==> config.mk <==
export PLATFORM = sky130hd
export DESIGN_NAME = ascii_decimal_number_parser
export DESIGN_NICKNAME = d
export VERILOG_FILES = /design/src/hdl/adnp_pkg.sv /design/src/hdl/ascii_decimal_number_parser.sv /design/src/hdl/adnp_front.sv /design/src/hdl/adnp_queue.sv /design/src/hdl/adnp_back.sv
export SDC_FILE = /design/constraint.sdc
export NUM_CORES = 1
export LEC_CHECK = 0
export ABC_AREA = 1
export BUFFER_PORTS_ARGS = -buffer_cell sky130_fd_sc_hd__buf_2
export CAP_MARGIN = 10
export CORE_UTILIZATION = 60
export DETAILED_ROUTE_END_ITERATION = 8
export GPL_TIMING_DRIVEN = 0
export HOLD_SLACK_MARGIN = 0.12
export PLACE_DENSITY_LB_ADDON = 0.2
export SYNTH_ARGS = -nofsm -noshare
export SYNTH_HDL_FRONTEND = slang
export SYNTH_SLANG_ARGS = --single-unit
==> constraint.sdc <==
create_clock -name clk -period 3.91 [get_ports clk]
set_clock_uncertainty 0.1 [all_clocks]
set_input_delay 0.782 -clock clk [delete_from_list [all_inputs] [get_ports clk]]
set_output_delay 0.782 -clock clk [all_outputs]
set_load 0.005 [all_outputs]
==> src/hdl/adnp_pkg.sv <==
// ----------------------------------------------------------------------------
// adnp_pkg
// Shared types, constants and helpers of the decimal number parser.
// ----------------------------------------------------------------------------
package adnp_pkg;

    // Width of the internal accumulator (wrap and overflow refer to it).
    localparam int VALUE_BITS = 32;

    // Classified-item queue between the byte front and the parser back.
    // The depth must be a power of two.
    localparam int QUEUE_DEPTH     = 2;
    localparam int QUEUE_PTR_BITS  = $clog2(QUEUE_DEPTH);
    localparam int QUEUE_CNT_BITS  = $clog2(QUEUE_DEPTH + 1);

    // Parse phases
    localparam logic [1:0] PH_LEADER = 2'd0;
    localparam logic [1:0] PH_DIGITS = 2'd1;
    localparam logic [1:0] PH_TRAILS = 2'd2;

    // Result status codes
    localparam logic [1:0] ST_OK        = 2'd0;
    localparam logic [1:0] ST_NOT_DIGIT = 2'd1;
    localparam logic [1:0] ST_EMPTY     = 2'd2;

    // Variant codes
    localparam logic [1:0] VAR_SKIP_TRAIL = 2'd0;
    localparam logic [1:0] VAR_STOP_SPACE = 2'd1;
    localparam logic [1:0] VAR_COMMENTS   = 2'd2;

    // Character codes
    localparam logic [7:0] CH_ZERO    = 8'h30;
    localparam logic [7:0] CH_NINE    = 8'h39;
    localparam logic [7:0] CH_HASH    = 8'h23;
    localparam logic [7:0] CH_NEWLINE = 8'h0A;
    localparam logic [7:0] CH_TAB     = 8'h09;
    localparam logic [7:0] CH_CR      = 8'h0D;
    localparam logic [7:0] CH_SPACE   = 8'h20;

    typedef struct packed {
        logic [7:0] byte_in;
        logic       end_of_data;
    } in_t;

    typedef struct packed {
        logic [31:0] number_value;
        logic [1:0]  parse_status;
        logic        overflowed;
        logic        last_of_run;
    } out_t;

    // Byte after classification
    typedef struct packed {
        logic       eod;
        logic       is_space;
        logic       is_digit;
        logic       is_hash;
        logic       is_newline;
        logic [3:0] digit;
    } cls_t;

    typedef struct packed {
        logic full;
        logic empty;
    } queue_status_t;

    typedef struct packed {
        logic pend_valid;
        logic take;
    } back_status_t;

    // Low 32 bits of the accumulator, zero-extended when it is narrower.
    function automatic logic [31:0] low_word(input logic [VALUE_BITS-1:0] acc);
        logic [63:0] wide;
        wide = 64'(acc);
        return wide[31:0];
    endfunction

    function automatic out_t make_result(input logic [31:0] value,
                                         input logic [1:0]  status,
                                         input logic        ovf,
                                         input logic        last);
        out_t r;
        r.number_value = value;
        r.parse_status = status;
        r.overflowed   = ovf;
        r.last_of_run  = last;
        return r;
    endfunction

endpackage

==> src/hdl/ascii_decimal_number_parser.sv <==
// ----------------------------------------------------------------------------
// ascii_decimal_number_parser
// Streaming parser of whitespace-separated unsigned decimal numbers.
// ----------------------------------------------------------------------------
// Path: an accepted byte waits in the queue and is then parsed straight
//   into the parser's output register when the back takes it.
// Throughput: one byte per cycle unless results back up; a byte that yields
//   two results holds the parser until the second enters the output register.
// Reset (rst_n, async, active low): parser idle, queue empty, variant 0.
// ----------------------------------------------------------------------------
module ascii_decimal_number_parser (
    input  logic           clk,
    input  logic           rst_n,
    // byte transactions
    input  logic           byte_valid,
    output logic           byte_ready,
    input  adnp_pkg::in_t  byte_item,
    // result transactions
    output logic           result_valid,
    input  logic           result_ready,
    output adnp_pkg::out_t result_item,
    // configuration
    input  logic           cfg_write_en,
    input  logic [1:0]     cfg_write_data
);

    logic [1:0]              variant_reg;
    adnp_pkg::cls_t          front_cls;
    adnp_pkg::cls_t          queue_head;
    logic                    queue_valid;
    logic                    back_ready;
    adnp_pkg::queue_status_t queue_status;
    adnp_pkg::back_status_t  back_status;

    // Variant register: the user is to write it only while the parser is idle; the block does not enforce this
    always_ff @(posedge clk or negedge rst_n)
    begin
        if (!rst_n)
        begin
            variant_reg <= adnp_pkg::VAR_SKIP_TRAIL;
        end
        else if (cfg_write_en)
        begin
            variant_reg <= cfg_write_data;
        end
    end

    // Front: classify the byte; it enters the queue in the same cycle
    adnp_front u_front (
        .item (byte_item),
        .cls  (front_cls)
    );

    // Queue: decouple byte intake from parsing so either side may stall
    adnp_queue u_queue (
        .clk        (clk),
        .rst_n      (rst_n),
        .push_valid (byte_valid),
        .push_ready (byte_ready),
        .push_data  (front_cls),
        .pop_valid  (queue_valid),
        .pop_ready  (back_ready),
        .pop_data   (queue_head),
        .status     (queue_status)
    );

    // Back: advance the parse phase, accumulate digits, emit results
    adnp_back u_back (
        .clk          (clk),
        .rst_n        (rst_n),
        .variant      (variant_reg),
        .item_valid   (queue_valid),
        .item_ready   (back_ready),
        .item         (queue_head),
        .result_valid (result_valid),
        .result_ready (result_ready),
        .result       (result_item),
        .status       (back_status)
    );

    // Queue can never be full and empty at once
    a_queue_sane: assert property (@(posedge clk) disable iff (!rst_n)
        !(queue_status.full && queue_status.empty))
        else $error("queue reports full and empty together");

    // A held second result implies the first still occupies the output
    a_pend_behind_out: assert property (@(posedge clk) disable iff (!rst_n)
        back_status.pend_valid |-> (result_valid && !result_item.last_of_run))
        else $error("second result pending without first result shown");

    // The parser never takes a transaction while a second result waits
    a_no_take_while_pend: assert property (@(posedge clk) disable iff (!rst_n)
        back_status.pend_valid |-> !back_status.take)
        else $error("parser took a transaction with a result pending");

endmodule

==> src/hdl/adnp_front.sv <==
// ----------------------------------------------------------------------------
// adnp_front
// Byte classifier: tags each incoming byte as space, digit, hash or newline.
// ----------------------------------------------------------------------------
module adnp_front (
    input  adnp_pkg::in_t  item,
    output adnp_pkg::cls_t cls
);

    logic [7:0] b;

    assign b = item.byte_in;

    always_comb
    begin
        cls.eod        = item.end_of_data;
        cls.is_space   = (b inside {[adnp_pkg::CH_TAB:adnp_pkg::CH_CR], adnp_pkg::CH_SPACE});
        cls.is_digit   = (b inside {[adnp_pkg::CH_ZERO:adnp_pkg::CH_NINE]});
        cls.is_hash    = (b == adnp_pkg::CH_HASH);
        cls.is_newline = (b == adnp_pkg::CH_NEWLINE);
        cls.digit      = 4'(b - adnp_pkg::CH_ZERO);
    end

endmodule

==> src/hdl/adnp_queue.sv <==
// ----------------------------------------------------------------------------
// adnp_queue
// Short FIFO of classified bytes between the front and the parser back.
// ----------------------------------------------------------------------------
module adnp_queue (
    input  logic                    clk,
    input  logic                    rst_n,
    input  logic                    push_valid,
    output logic                    push_ready,
    input  adnp_pkg::cls_t          push_data,
    output logic                    pop_valid,
    input  logic                    pop_ready,
    output adnp_pkg::cls_t          pop_data,
    output adnp_pkg::queue_status_t status
);

    adnp_pkg::cls_t                          entry_reg [adnp_pkg::QUEUE_DEPTH];
    logic [adnp_pkg::QUEUE_PTR_BITS-1:0]     wr_ptr_reg, wr_ptr_next;
    logic [adnp_pkg::QUEUE_PTR_BITS-1:0]     rd_ptr_reg, rd_ptr_next;
    logic [adnp_pkg::QUEUE_CNT_BITS-1:0]     count_reg, count_next;
    logic                                    push, pop;

    assign status.full  = (count_reg == adnp_pkg::QUEUE_CNT_BITS'(adnp_pkg::QUEUE_DEPTH));
    assign status.empty = (count_reg == '0);
    assign push_ready   = !status.full;
    assign pop_valid    = !status.empty;
    assign pop_data     = entry_reg[rd_ptr_reg];
    assign push         = push_valid && push_ready;
    assign pop          = pop_valid && pop_ready;

    always_comb
    begin
        wr_ptr_next = push ? wr_ptr_reg + 1'b1 : wr_ptr_reg;
        rd_ptr_next = pop  ? rd_ptr_reg + 1'b1 : rd_ptr_reg;
        count_next  = count_reg;
        if (push && !pop)
        begin
            count_next = count_reg + 1'b1;
        end
        else if (pop && !push)
        begin
            count_next = count_reg - 1'b1;
        end
    end

    always_ff @(posedge clk or negedge rst_n)
    begin
        if (!rst_n)
        begin
            wr_ptr_reg <= '0;
            rd_ptr_reg <= '0;
            count_reg  <= '0;
        end
        else
        begin
            wr_ptr_reg <= wr_ptr_next;
            rd_ptr_reg <= rd_ptr_next;
            count_reg  <= count_next;
        end
    end

    // Payload storage, no reset
    always_ff @(posedge clk)
    begin
        if (push)
        begin
            entry_reg[wr_ptr_reg] <= push_data;
        end
    end

endmodule

==> src/hdl/adnp_back.sv <==
// ----------------------------------------------------------------------------
// adnp_back
// Parser back end: phase tracking, accumulation and result output register.
// ----------------------------------------------------------------------------
module adnp_back (
    input  logic                   clk,
    input  logic                   rst_n,
    input  logic [1:0]             variant,
    input  logic                   item_valid,
    output logic                   item_ready,
    input  adnp_pkg::cls_t         item,
    output logic                   result_valid,
    input  logic                   result_ready,
    output adnp_pkg::out_t         result,
    output adnp_pkg::back_status_t status
);

    logic [1:0]                       phase_reg, phase_next;
    logic                             comment_reg, comment_next;
    logic [adnp_pkg::VALUE_BITS-1:0]  acc_reg, acc_next;
    logic                             wrap_reg, wrap_next;
    logic                             out_valid_reg;
    adnp_pkg::out_t                   out_reg;
    logic                             pend_valid_reg;
    adnp_pkg::out_t                   pend_reg;

    logic [adnp_pkg::VALUE_BITS+3:0]  acc_wide;
    logic                             acc_ovf;
    logic [1:0]                       res_cnt;
    adnp_pkg::out_t                   res0, res1;
    adnp_pkg::out_t                   done_res;
    logic                             var_comments;
    logic                             out_free;
    logic                             take;

    // value*10 + digit, with the carry-out bits flagging a wrap
    assign acc_wide = {1'b0, acc_reg, 3'b000} + {3'b000, acc_reg, 1'b0}
                    + (adnp_pkg::VALUE_BITS+4)'(item.digit);
    assign acc_ovf  = |acc_wide[adnp_pkg::VALUE_BITS+3:adnp_pkg::VALUE_BITS];

    assign var_comments = (variant == adnp_pkg::VAR_COMMENTS);
    assign done_res     = adnp_pkg::make_result(adnp_pkg::low_word(acc_reg),
                                                adnp_pkg::ST_OK, wrap_reg, 1'b0);

    assign out_free   = !out_valid_reg || result_ready;
    assign item_ready = !pend_valid_reg && out_free;
    assign take       = item_valid && item_ready;

    always_comb
    begin
        phase_next   = phase_reg;
        comment_next = comment_reg;
        acc_next     = acc_reg;
        wrap_next    = wrap_reg;
        res_cnt      = 2'd0;
        res0         = done_res;
        res1         = adnp_pkg::make_result(32'd0, adnp_pkg::ST_NOT_DIGIT, 1'b0, 1'b1);

        if (item.eod)
        begin
            if (phase_reg == adnp_pkg::PH_LEADER)
            begin
                res0 = adnp_pkg::make_result(32'd0, adnp_pkg::ST_EMPTY, 1'b0, 1'b0);
            end
            res_cnt      = 2'd1;
            comment_next = 1'b0;
            phase_next   = adnp_pkg::PH_LEADER;
            acc_next     = '0;
            wrap_next    = 1'b0;
        end
        else if (var_comments && comment_reg)
        begin
            if (item.is_newline)
            begin
                comment_next = 1'b0;
            end
        end
        else if (var_comments && item.is_hash)
        begin
            comment_next = 1'b1;
        end
        else
        begin
            case (phase_reg)
                adnp_pkg::PH_DIGITS:
                begin
                    if (item.is_space)
                    begin
                        if (variant == adnp_pkg::VAR_STOP_SPACE)
                        begin
                            res_cnt    = 2'd1;
                            phase_next = adnp_pkg::PH_LEADER;
                            acc_next   = '0;
                            wrap_next  = 1'b0;
                        end
                        else
                        begin
                            phase_next = adnp_pkg::PH_TRAILS;
                        end
                    end
                    else if (item.is_digit)
                    begin
                        acc_next  = acc_wide[adnp_pkg::VALUE_BITS-1:0];
                        wrap_next = wrap_reg | acc_ovf;
                    end
                    else
                    begin
                        res0       = res1;
                        res_cnt    = 2'd1;
                        phase_next = adnp_pkg::PH_LEADER;
                        acc_next   = '0;
                        wrap_next  = 1'b0;
                    end
                end
                adnp_pkg::PH_TRAILS:
                begin
                    // Non-space ends the number; a digit starts the next one, any other byte adds a not-digit result
                    if (!item.is_space)
                    begin
                        wrap_next = 1'b0;
                        if (item.is_digit)
                        begin
                            res_cnt    = 2'd1;
                            phase_next = adnp_pkg::PH_DIGITS;
                            acc_next   = adnp_pkg::VALUE_BITS'(item.digit);
                        end
                        else
                        begin
                            res_cnt    = 2'd2;
                            phase_next = adnp_pkg::PH_LEADER;
                            acc_next   = '0;
                        end
                    end
                end
                default:
                begin
                    if (!item.is_space)
                    begin
                        wrap_next = 1'b0;
                        if (item.is_digit)
                        begin
                            phase_next = adnp_pkg::PH_DIGITS;
                            acc_next   = adnp_pkg::VALUE_BITS'(item.digit);
                        end
                        else
                        begin
                            res0       = res1;
                            res_cnt    = 2'd1;
                            phase_next = adnp_pkg::PH_LEADER;
                            acc_next   = '0;
                        end
                    end
                end
            endcase
        end

        res0.last_of_run = (res_cnt == 2'd1);
    end

    always_ff @(posedge clk or negedge rst_n)
    begin
        if (!rst_n)
        begin
            phase_reg      <= adnp_pkg::PH_LEADER;
            comment_reg    <= 1'b0;
            acc_reg        <= '0;
            wrap_reg       <= 1'b0;
            out_valid_reg  <= 1'b0;
            pend_valid_reg <= 1'b0;
        end
        else
        begin
            if (take)
            begin
                phase_reg   <= phase_next;
                comment_reg <= comment_next;
                acc_reg     <= acc_next;
                wrap_reg    <= wrap_next;
            end
            if (pend_valid_reg && out_free)
            begin
                out_valid_reg  <= 1'b1;
                pend_valid_reg <= 1'b0;
            end
            else if (take && res_cnt != 2'd0)
            begin
                out_valid_reg  <= 1'b1;
                pend_valid_reg <= (res_cnt == 2'd2);
            end
            else if (out_valid_reg && result_ready)
            begin
                out_valid_reg <= 1'b0;
            end
        end
    end

    // Payload registers, no reset
    always_ff @(posedge clk)
    begin
        if (pend_valid_reg && out_free)
        begin
            out_reg <= pend_reg;
        end
        else if (take && res_cnt != 2'd0)
        begin
            out_reg  <= res0;
            pend_reg <= res1;
        end
    end

    assign result_valid      = out_valid_reg;
    assign result            = out_reg;
    assign status.pend_valid = pend_valid_reg;
    assign status.take       = take;

endmodule

-- Word level (Yosys, flattened, before mapping)
Memories as Yosys holds them, arrays and structs flattened.
Index checks and enable logic that the tools add are counted.
- input bits: 16
- bits in writable memories: 18
- bits in registers: 80
- output and inout bits: 38
- word-level logic and storage cells: 131
- memories kept: 1
- memory list (memory ; words ; width ; rd ports ; clocked after memory_dff ; write ports ; line ; RTL):
    u_queue.entry_reg ; 2 ; 9 ; 1 ; 0 ; 1 ; adnp_queue.sv:17 ; adnp_pkg::cls_t entry_reg [adnp_pkg::QUEUE_DEPTH];
- order comparisons: 4
- add/subtract/negate cells: 7
- reduce and logical (&&, ||, !) cells: 31
- eq/ne operators: 16
- bitwise operators: 1
- multiplexer cells: 57
- operator list (operator ; count):
    36-bit two-way mux ; 8
    32-bit two-way mux ; 8
    35-bit by 33-bit adder with 36-bit output ; 1
    36-bit by 4-bit adder with 36-bit output ; 1
    2-bit two-way mux ; 16
    1-bit two-way mux ; 23
    8-bit by 6-bit == test with 1-bit output, second input constant ; 2
    1-bit logical AND ; 12
    5-bit AND reduction ; 2
    3-bit != test, second input constant ; 3
    2-bit == test, second input constant ; 4
    8-bit by 4-bit == test with 1-bit output, second input constant ; 1
    8-bit by 4-bit greater-or-equal comparator with 1-bit output, second input constant ; 1
    8-bit by 6-bit greater-or-equal comparator with 1-bit output, second input constant ; 1
    8-bit by 4-bit less-or-equal comparator with 1-bit output, second input constant ; 1
    8-bit by 6-bit less-or-equal comparator with 1-bit output, second input constant ; 1
    2-bit nonzero test ; 4
    2-bit by 1-bit == test with 1-bit output, second input constant ; 3
    1-bit zero test ; 6
    3-bit nonzero test ; 2
    2-bit zero test ; 2
    4-bit two-way mux ; 1
    2-bit != test, second input constant ; 2
    4-bit by 3-bit != test with 1-bit output, second input constant ; 1
    other kinds (9) ; 10

-- Longest topological paths before layout
- depth in word-level cells: 11
- depth in mapped cells: 23

-- By module
From an unflattened synthesis, not the netlist that was laid out.
- cell total of the unflattened synthesis: 864
- area, all modules: 6769.0 um2
- modules (own cells, without submodules) (module ; sequential area each (um2) ; area each (um2) ; cells an instance ; times used):
    adnp_back ; 2031.9 ; 5625.4 ; 744 ; 1
    adnp_queue ; 640.6 ; 909.6 ; 80 ; 1
    adnp_front ; 0.0 ; 157.7 ; 31 ; 1
    ascii_decimal_number_parser ; 50.0 ; 76.3 ; 9 ; 1

-- Worst setup path after synthesis
No wires, ideal clock.
- path type: register -> register
- from: reg u_queue.rd_ptr_reg
- to: reg u_back.acc_reg[30] in the netlist's numbering
- data arrival time: 2.596 ns
- cell stages (with the launch flop): 17
- buffers on the path: 1
- path slack: 1.093 ns
- required time: 3.690 ns
- path through: dfrtp_1 -> buf_6 -> mux2i_1 -> fa_1 -> fa_1 -> inv_1 -> nand2_1 -> nand2_1 -> nand3_1 -> nand2_1 -> nand2_1 -> nand2_1 -> a21oi_1 -> o21ai_0 -> a21oi_1 -> o21ai_1 -> nand2_1
- cells in the longest elaborated chain, start to end: 8
- elaborated cells on any way between the ends: 14
- RTL lines (item ; line ; RTL):
    start: declaration ; adnp_queue.sv:19 ; logic [adnp_pkg::QUEUE_PTR_BITS-1:0] rd_ptr_reg, rd_ptr_next;
    start signal: assignment ; adnp_queue.sv:57 ; rd_ptr_reg <= rd_ptr_next;
    memory 2 x 9 bit * ; -- ;
    36-bit by 4-bit adder with 36-bit output ; adnp_back.sv:38 ; + (adnp_pkg::VALUE_BITS+4)'(item.digit);
    32-bit two-way mux ; adnp_back.sv:101 ; else if (item.is_digit)
    32-bit two-way mux ; adnp_back.sv:87 ; if (item.is_space)
    32-bit two-way mux ; -- ;
    32-bit two-way mux ; adnp_back.sv:78 ; else if (var_comments && item.is_hash)
    32-bit two-way mux ; adnp_back.sv:71 ; else if (var_comments && comment_reg)
    32-bit two-way mux ; adnp_back.sv:59 ; if (item.eod)
    end signal: assignment ; adnp_back.sv:177 ; acc_reg <= acc_next;
    end: declaration ; adnp_back.sv:20 ; logic [adnp_pkg::VALUE_BITS-1:0] acc_reg, acc_next;
Mark *: on every way between the ends. The rest lies on a longest branch, timed or not. The select of a mux whose other input is x is not followed.
A chain may end at the register's enable or synchronous reset.

-- Final worst setup path
Ends and elaborated chain as after synthesis.

==> results.cfg <==
[status]
status = finished clean

[synthesis]
postSynthCellCount = 853
yosysTopAreaCellShare_pct = 24.15
synth-main-ff-cell = edfxtp_1
yosys_warnings = 0
synth_edf_count = 54
synth_common_cells = 249 x nand2_1, 133 x inv_1, 74 x nor2_1, 67 x ha_1, 54 x edfxtp_1
ys_types = 42
yosys.area.top_type = edfxtp_1
async_reset_ff_share_pct = 44.90
syn_avg_cell_area_sq_um = 7.872
synth.yosys.seq_area_share_pct = 40.54
ys_ff_latch = 98
yosys.cell_count.top_type = nand2_1
synthesis.area_sq_mm = 0.006715
synthTopCellsByArea = edfxtp_1 24%, dfrtp_1 16%, nand2_1 14%, ha_1 12%, inv_1 7.4%
syn_nets = 938

[cts]
clkTransAtPathRegs_ns = 0.10
cts_buffer_depth = 2
clock_latency_ns = 0.39
numCtsBuffers = 9
cts_tree = yes
cts_hold_buffers = 0
cts_max_level = 3
postCtsSetupRepairBufs = 0
cts_root_buf = clkbuf_8
post_cts_resize_count = 0
cts.sinks = 98

[place]
place_hpwl_um = 11820
gp_congestion = 0.9065
io_buffers = 53
place_ws_ns = 0.5920

[floorplanning]
start_util_pct = 61.68
io_pins = 54
core_sq_mm = 0.01089
fp.dieH_um = 107.8
rows = 38
chipWidth_um = 107.8
die_area_sq_mm = 0.01162

[route]
antenna_left = 0
postRouteWirelength_um = 15510
vias = 5717
via_per_inst = 5.383
firstDrtPassIters = 6
drtIter0Drc = 315
drc = 0
wire_per_inst_um = 14.60

[critical_path]
arrival_ns = 3.53
crit_chain = buf_6 > mux2i_1 > fa_1 > fa_1 > inv_1 > nand2_1 > nand2_1 > nand3_1 > nand2_1 > nand2_1 > nand2_1 > a21oi_1 > o21ai_0 > a21oi_1 > o21ai_1 > nand2_1
r2r_slack_ns = 0.56
required_ns = 4.09
cpPeakStageDelay_ns = 0.50
crit_type = reg2reg
crit_fanout = 9
crit_path_end_kind = register
r2r-start = u_queue.rd_ptr_reg
slowest_stage = fa_1
crit_path_start_kind = register
critPathMostFrequentCell = nand2_1
worst-r2r-cell-count = 16
r2r-end = u_back.acc_reg[30]

[sta]
finalCriticalPeriod_ns = 3.349
setup_slack_ns = 0.5614
worst_hold_slack_ns = 0.4192
rsz0062_at_grt = no
max-slew-margin-rel_pct = 28.31
worst_pin_slew_ns = 1.075
fmax_mhz = 298.6
drv_slew = 0
hold_viol = 0
fin_tns_setup_ns = 0
final.period_utilization_pct = 85.64
setup_viol_count_final = 0

[worst_hold_path]
worstHoldStart = u_queue.count_reg[0]
hold_path_class = reg2reg
hold_depth = 1
holdPathEnd = u_queue.count_reg[0]

[cells_and_area]
syn_to_final_growth_pct = 9.968
multiInputGateArea_sq_mm = 0.003388
diodes = 0
regArea_sq_mm = 0.002723
final_nets = 1002
largest_register_ffs = 36
final_core_util_pct = 67.82
drive_gt1_share_pct = 12.26
fill_cells = 930

[power]
ir_drop_uv = 466.7
p_leak_nw = 3.924
p_per_area_mw_per_mm2 = 548.1

[global_route]
grt_use_total_pct = 27.96
grt_max_degree = 45
grt_pass1_wl_um = 24720
grt.overflow.total = 0
grt_antenna_before_repair = 0
grt_pass1_vias = 5286

[job]
maxCapViolCount = 0
[cell usage in the layout (no fill, tap or decap), drive strengths merged, types with 5 or more instances in the layout]
cell type,instances
edfxtp,54
nor3,33
buf,62
o21ai,54
dfrtp,44
o22ai,11
ha,67
nand2,255
clkbuf,13
inv,141
a21oi,51
nor2,75
xnor2,5
nand3,25
[per-stage QoR]
step / power (mW) / instance area, sq um / instances
6_report: 4.048 / 7385 / 1062
4_1_cts: 4.074 / 7385 / 1062
2_1_floorplan: 2.703 / 6715 / 853
3_5_place_dp: 3.315 / 7158 / 1046
3_3_place_gp: 3.249 / 7156 / 1046
5_1_grt: 4.301 / 7385 / 1062
[final cells by class]
cell class,instances,share of cell area [%]
buffer,11,0.9658
clock buffer,11,1.915
clock inverter,5,1.152
inverter,140,7.252
multi-input combinational,604,45.88
sequential,98,36.87
tap,140,2.372
timing repair buffer,53,3.592
[layer usage]
metal | part of all wire [%] | global-route usage, % | vias up
met5 | 0 | 0 | -
met4 | 1.2 | 9.687 | 0
met3 | 4.0 | 3.087 | 13
met2 | 48 | 47.71 | 127
met1 | 47 | 36.75 | 2660
li1 | - | - | 2917
[worst max path at each step]
stage,startpoint,endpoint,cells past startpoint
5_1_grt,u_queue.rd_ptr_reg,u_back.acc_reg[30],20
3_5_place_dp,u_queue.rd_ptr_reg,u_back.acc_reg[30],16
4_1_cts,u_queue.rd_ptr_reg,u_back.acc_reg[30],16
6_report,u_queue.rd_ptr_reg,u_back.acc_reg[30],16
2_1_floorplan,u_queue.rd_ptr_reg,u_back.acc_reg[30],16
3_3_place_gp,u_queue.rd_ptr_reg,u_back.acc_reg[30],16
[kinds of logic after synthesis]
group / after synthesis / synth area share, %
multiplexers: 2 / 0.3167
AND/OR/NAND/NOR: 392 / 23.83
adder cells (fa/ha/maj): 69 / 13.08
AO/OA/AOI/OAI: 132 / 12.02
buffers and inverters: 151 / 9.037
flip-flops: 98 / 40.54
XOR/XNOR: 9 / 1.174
[power breakdown]
group	switching, mW	internal (mW)
clock network	0.375	0.384
logic	1.17	0.489
registers	0.0961	1.53
total	1.65	2.40
[critical path: cells and delay by family (launching register included)]
kind            cells  cell delay (ns)
compound gates      4             0.63
fa+ha+maj           2             0.95
buf+inv             2             0.25
flops               1             0.35
mux                 1             0.28
simple gates        7             0.68
(Power assumes the default switching activity.)
